File: src/design/pfde_pkg.sv
// Shared types, command codes and defaults for the page framebuffer draw engine.
`timescale 1ns / 1ps

package pfde_pkg;

    // Default store geometry.
    localparam int COLUMNS_DEF = 128;
    localparam int PAGES_DEF   = 8;

    // Fixed field widths.
    localparam int BYTE_W = 8;
    localparam int COL_IN_W = 7;
    localparam int PG_W = 4;
    localparam logic [BYTE_W-1:0] BYTE_MASK = 8'hFF;

    // Input command kinds.
    localparam logic [2:0] KIND_POINT = 3'd0;
    localparam logic [2:0] KIND_FIELD = 3'd1;
    localparam logic [2:0] KIND_LINE  = 3'd2;
    localparam logic [2:0] KIND_CLEAR = 3'd3;
    localparam logic [2:0] KIND_READ  = 3'd4;

    // Operations carried out by the back end.
    typedef enum logic [1:0] {
        OP_RMW,
        OP_LINE,
        OP_CLEAR,
        OP_READ
    } t_op;

    // One classified command. For OP_CLEAR, pg0 and pg1 are the first and last page.
    typedef struct packed {
        t_op                 op;
        logic [PG_W-1:0]     pg0;
        logic [PG_W-1:0]     pg1;
        logic [COL_IN_W-1:0] col;
        logic                en0;
        logic                en1;
        logic [BYTE_W-1:0]   mask0;
        logic [BYTE_W-1:0]   bits0;
        logic [BYTE_W-1:0]   mask1;
        logic [BYTE_W-1:0]   bits1;
    } t_cmd;

endpackage

File: src/design/pfde_front.sv
// Front end: accepts commands, turns them into masked byte operations and queues them.
`timescale 1ns / 1ps

module pfde_front #(
    parameter int COLUMNS = pfde_pkg::COLUMNS_DEF,
    parameter int PAGES   = pfde_pkg::PAGES_DEF
) (
    input  logic                          i_clk,
    input  logic                          i_rst_n,
    input  logic                          i_push,
    output logic                          o_full,
    input  logic                          i_init,
    input  logic                          i_inverse,
    input  logic [2:0]                    i_kind,
    input  logic [pfde_pkg::COL_IN_W-1:0] i_column,
    input  logic [5:0]                    i_row,
    input  logic                          i_fill,
    input  logic [7:0]                    i_field_value,
    input  logic [3:0]                    i_field_bits,
    input  logic [2:0]                    i_first_page,
    input  logic [2:0]                    i_last_page,
    output logic                          o_cmd_valid,
    output pfde_pkg::t_cmd                o_cmd,
    input  logic                          i_cmd_pop
);

    logic [pfde_pkg::PG_W-1:0]   page;
    logic [pfde_pkg::PG_W-1:0]   page1;
    logic [pfde_pkg::PG_W-1:0]   last_clip;
    logic [2:0]                  rem;
    logic                        col_ok;
    logic                        ok0;
    logic                        ok1;
    logic [3:0]                  fb;
    logic [8:0]                  m9;
    logic [7:0]                  m;
    logic [15:0]                 wide;
    logic [15:0]                 data;
    logic [7:0]                  pos;
    logic                        need;
    pfde_pkg::t_cmd              cmd;

    pfde_pkg::t_cmd              r_q [2];
    logic                        r_wp;
    logic                        r_rp;
    logic [1:0]                  r_cnt;
    logic                        enq;
    logic                        deq;

    // Address checks and field masks.
    always_comb begin
        page      = {1'b0, i_row[5:3]};
        page1     = page + 4'd1;
        rem       = i_row[2:0];
        col_ok    = int'(i_column) < COLUMNS;
        ok0       = col_ok && (int'(page) < PAGES);
        ok1       = col_ok && (int'(page1) < PAGES);
        fb        = (i_field_bits > 4'd8) ? 4'd8 : i_field_bits;
        m9        = (9'd1 << fb) - 9'd1;
        m         = m9[7:0];
        wide      = {8'd0, m} << rem;
        data      = {8'd0, i_field_value & m} << rem;
        pos       = 8'd1 << rem;
        last_clip = (int'(i_last_page) >= PAGES) ? pfde_pkg::PG_W'(PAGES - 1)
                                                 : {1'b0, i_last_page};
    end

    // Classify the command; commands with no effect are not queued.
    always_comb begin
        cmd       = '0;
        cmd.op    = pfde_pkg::OP_RMW;
        cmd.col   = i_column;
        cmd.pg0   = page;
        cmd.pg1   = page1;
        need      = 1'b0;
        case (i_kind)
            pfde_pkg::KIND_POINT: begin
                cmd.en0   = ok0;
                cmd.mask0 = pos;
                cmd.bits0 = (i_fill ^ i_inverse) ? pos : 8'd0;
                need      = ok0;
            end
            pfde_pkg::KIND_FIELD: begin
                cmd.en0   = ok0 && (fb != 4'd0);
                cmd.en1   = ok1 && (fb != 4'd0) && (wide[15:8] != 8'd0);
                cmd.mask0 = wide[7:0];
                cmd.bits0 = data[7:0];
                cmd.mask1 = wide[15:8];
                cmd.bits1 = data[15:8];
                need      = cmd.en0 || cmd.en1;
            end
            pfde_pkg::KIND_LINE: begin
                cmd.op    = pfde_pkg::OP_LINE;
                cmd.mask0 = pos;
                need      = int'(page) < PAGES;
            end
            pfde_pkg::KIND_CLEAR: begin
                cmd.op  = pfde_pkg::OP_CLEAR;
                cmd.pg0 = {1'b0, i_first_page};
                cmd.pg1 = last_clip;
                need    = last_clip >= {1'b0, i_first_page};
            end
            pfde_pkg::KIND_READ: begin
                cmd.op  = pfde_pkg::OP_READ;
                cmd.en0 = ok0;
                need    = 1'b1;
            end
            default: begin
                need = 1'b0;
            end
        endcase
    end

    // Two-entry command queue toward the back end.
    assign o_full      = (r_cnt == 2'd2) || i_init;
    assign enq         = i_push && !o_full && need;
    assign o_cmd_valid = r_cnt != 2'd0;
    assign deq         = i_cmd_pop && o_cmd_valid;
    assign o_cmd       = r_q[r_rp];

    always_ff @(posedge i_clk) begin
        if (!i_rst_n) begin
            r_wp  <= 1'b0;
            r_rp  <= 1'b0;
            r_cnt <= 2'd0;
        end else begin
            if (enq) begin
                r_q[r_wp] <= cmd;
                r_wp      <= ~r_wp;
            end
            if (deq) begin
                r_rp <= ~r_rp;
            end
            case ({enq, deq})
                2'b10:   r_cnt <= r_cnt + 2'd1;
                2'b01:   r_cnt <= r_cnt - 2'd1;
                default: r_cnt <= r_cnt;
            endcase
        end
    end

endmodule

File: config.mk
export PLATFORM = sky130hd
export DESIGN_NAME = pfde_front
export DESIGN_NICKNAME = d
export VERILOG_FILES = /design/src/design/pfde_pkg.sv /design/src/design/pfde_front.sv
export SDC_FILE = /design/constraint.sdc
export NUM_CORES = 1
export LEC_CHECK = 0
export ABC_AREA = 1
export BUFFER_PORTS_ARGS = -buffer_cell sky130_fd_sc_hd__buf_2
export CAP_MARGIN = 30
export CORE_MARGIN = 2
export CORE_UTILIZATION = 55
export DETAILED_ROUTE_END_ITERATION = 10
export PLACE_DENSITY_LB_ADDON = 0.08
export SYNTH_ARGS = -nofsm -noshare
export SYNTH_HDL_FRONTEND = slang
export SYNTH_SLANG_ARGS = --single-unit
File: constraint.sdc
create_clock -name i_clk -period 9.2 [get_ports i_clk]
set_input_delay 1.38 -clock i_clk [delete_from_list [all_inputs] [get_ports i_clk]]
set_output_delay 1.38 -clock i_clk [all_outputs]
set_load 0.1 [all_outputs]
==> out/qor.txt <==
ANT nets after route: 0
grt ovf: 0
clk_lat worst skew: 350 ps
logic gate share of total power: 26.2%
Clk pin slew, worst setup/hold paths: 90 ps
top cell family by delay on the critical path: simple AND/OR/NAND/NOR gates
Vias: 3,527
sequential power share: 48.1%
antenna violations before repair: 0
Setup WS pre-CTS: 5216 ps
post-layout min period: 3567 ps
Clock Skew: 8.007 ps
critical path type: input port to flip-flop
Starting Density: 56.91%
CTS hold repair buffers: 0
Fill cells: 690
cts bufs inserted: 9
num ports: 94
pwr dens: 186.8 mW/mm^2
clock root buffer: clkbuf_8
Max-slew headroom: 35.89%
Clk pwr share: 25.6%
final instance area: 0.005732 mm^2
EDFF count, synth: 96
Worst setup SP type: input port
Placed Instances: 624
Synth top area share: 57.80%
largest net degree at the start of global routing: 49
most frequent CP cell: nand3_2
register area: 0.002984 mm^2
Worst Slack Setup Final: 5633 ps
Slew Viols, Final: 0
CP endpoint kind: flip-flop
synthesis-stage register bit count: 101
worst-path fanout max: 36
Switch Pwr: 374.3 uW
Switching Fraction: 34.95%
CP Data Arrival Time: 3560 ps
Int Pwr: 696.5 uW
fin cells: 640
status: completed
layout cells sized above 1: 35.34%
fraction of registers with async set/reset: 0%
count leader, synth: edfxtp_1
unrepaired setup endpoints after global routing: false
Design Power: 1.071 mW
sequential area share after synthesis: 59.81%
clk sinks: 101
vias in the first global route: 3,520
# diodes: 0
ys flop type: edfxtp_1
core area: 0.008763 mm^2
WP buf/inv: 3
number of vias per cell: 5.511
fin nets: 574
All-Layer GR Usage: 21.70%
clk buf depth: 2
cell taking the most area after synthesis: edfxtp_1
maximum vdd drop: 95.32 uV
slowest stage cell, crit path: buf_4
HP Class: flip-flop to flip-flop
Detailed Place HPWL: 7.405 mm
hold_sp: r_rp
port bufs: 90
Hold Fails Final Rpt: 0
area grow syn2layout: 14.93%
Highest Clock Rate: 280.4 MHz
mean post-synth cell area: 11.36 um^2
most common library cells after synthesis: edfxtp_1 (96), nand2_1 (62), mux2_2 (48)
chip height: 99.23 um
crit-path max cell delay: 550 ps
CP Launch Point: i_first_page[2]
Cells after Synth: 439
DRC Markers: 0
placed cell area: 0.005542 mm^2
gp weighted congestion: 0.8507
Yosys warnings: 0
Tightest Pin Transition: 958.1 ps
hold slack: 463.8 ps
cts repair resizes: 0
initial drt markers: 227
area occupied by multi-input gates: 0.001794 mm^2
die width: 99.23 um
TritonCTS clock tree: done
wire per inst: 16.04 um
count of cell types in the netlist: 37
first-pass GRT wire length: 16.67 mm
total routed wirelength: 10.27 mm
Worst Path Required: 9200 ps
FP Rows: 34
final worst-path cycle share: 38.77%
crit-path cells: buf_2 -> inv_1 -> ha_1 -> nand2_1 -> o211ai_1 -> a21oi_1 -> nand3_2 -> nand3_2 -> nor3_4 -> buf_4
reg-to-reg startpoint: r_cnt[0]
post-CTS repair timing setup buffer count: 0
final core utilization: 65.41%
Post-Syn Area: 0.004987 mm^2
H-tree Lvls: 3
MaxCap Viol Count: 0
# setup viols final: 0
setup_tns: 0 ps
die area: 0.009846 mm^2
Leak: 2.298 nW
Pre-antenna DRT Iters: 4
Synth area leaders: edfxtp_1 (58%), mux2_2 (11%), nand2_1 (4.7%)
-- metal layers --
layer  global-route usage (%)  share of wire (%)  vias up
met5                        0                  0        -
met4                    7.376                1.6        0
met3                    3.584                6.0       14
met2                    36.90                 50      118
met1                    28.45                 43     1664
li1                         -                  -     1731
-- kinds of logic (layout without fill, tap and decap cells) --
family	after synthesis	after routing	share of synthesized area [%]
AOI/OAI and AO/OA	66	66	7.702
xor gates and xnor gates	2	2	0.3513
adders and majority gates	6	6	1.505
buffers and inverters	56	147	4.641
DFF	101	101	59.81
muxes	48	48	10.84
other	1	3	0.07519
and+or+nand+nor	159	159	15.08
-- worst paths after layout --
path	cells past startpoint	end	slack (ps)
worst max-delay path	10	r_q[1][19]	5630
worst min register to register	1	r_rp	460
worst min-delay path	1	r_rp	460
worst max register to register	5	r_q[1][19]	6860
-- power by group through the flow --
stage / Combinational (mW) / Clock (mW) / Sequential, mW
6_report: 0.281 / 0.275 / 0.515
5_1_grt: 0.297 / 0.300 / 0.516
4_1_cts: 0.282 / 0.282 / 0.515
3_5_place_dp: 0.281 / 0 / 0.526
3_3_place_gp: 0.271 / 0 / 0.532
2_1_floorplan: 0.237 / 0 / 0.522
-- state kept, by name, summed over array words and instances (netlist names), named ones only --
register / flops
r_cnt: 2
r_rp: 1
r_q: 96
r_wp: 1
-- area by class of cell --
type,instances,share of cell area (%)
flip-flops and latches,101,52.06
multi-input cells,284,31.30
repair buffers,93,8.470
inverters,38,2.489
well taps,108,2.358
clock buffers,10,2.227
clock inverters,6,1.091
-- placed cells by master, fill, tap and decap left out, types with 13 or more instances in the layout --
cell      instances
nor2_1           30
nand3_1          39
nand2_1          62
o21ai_1          13
buf_2            90
edfxtp_1         96
mux2_2           48
o21ai_0          17
inv_1            30
a21oi_1          20
Power figures use the tool's default switching activity.
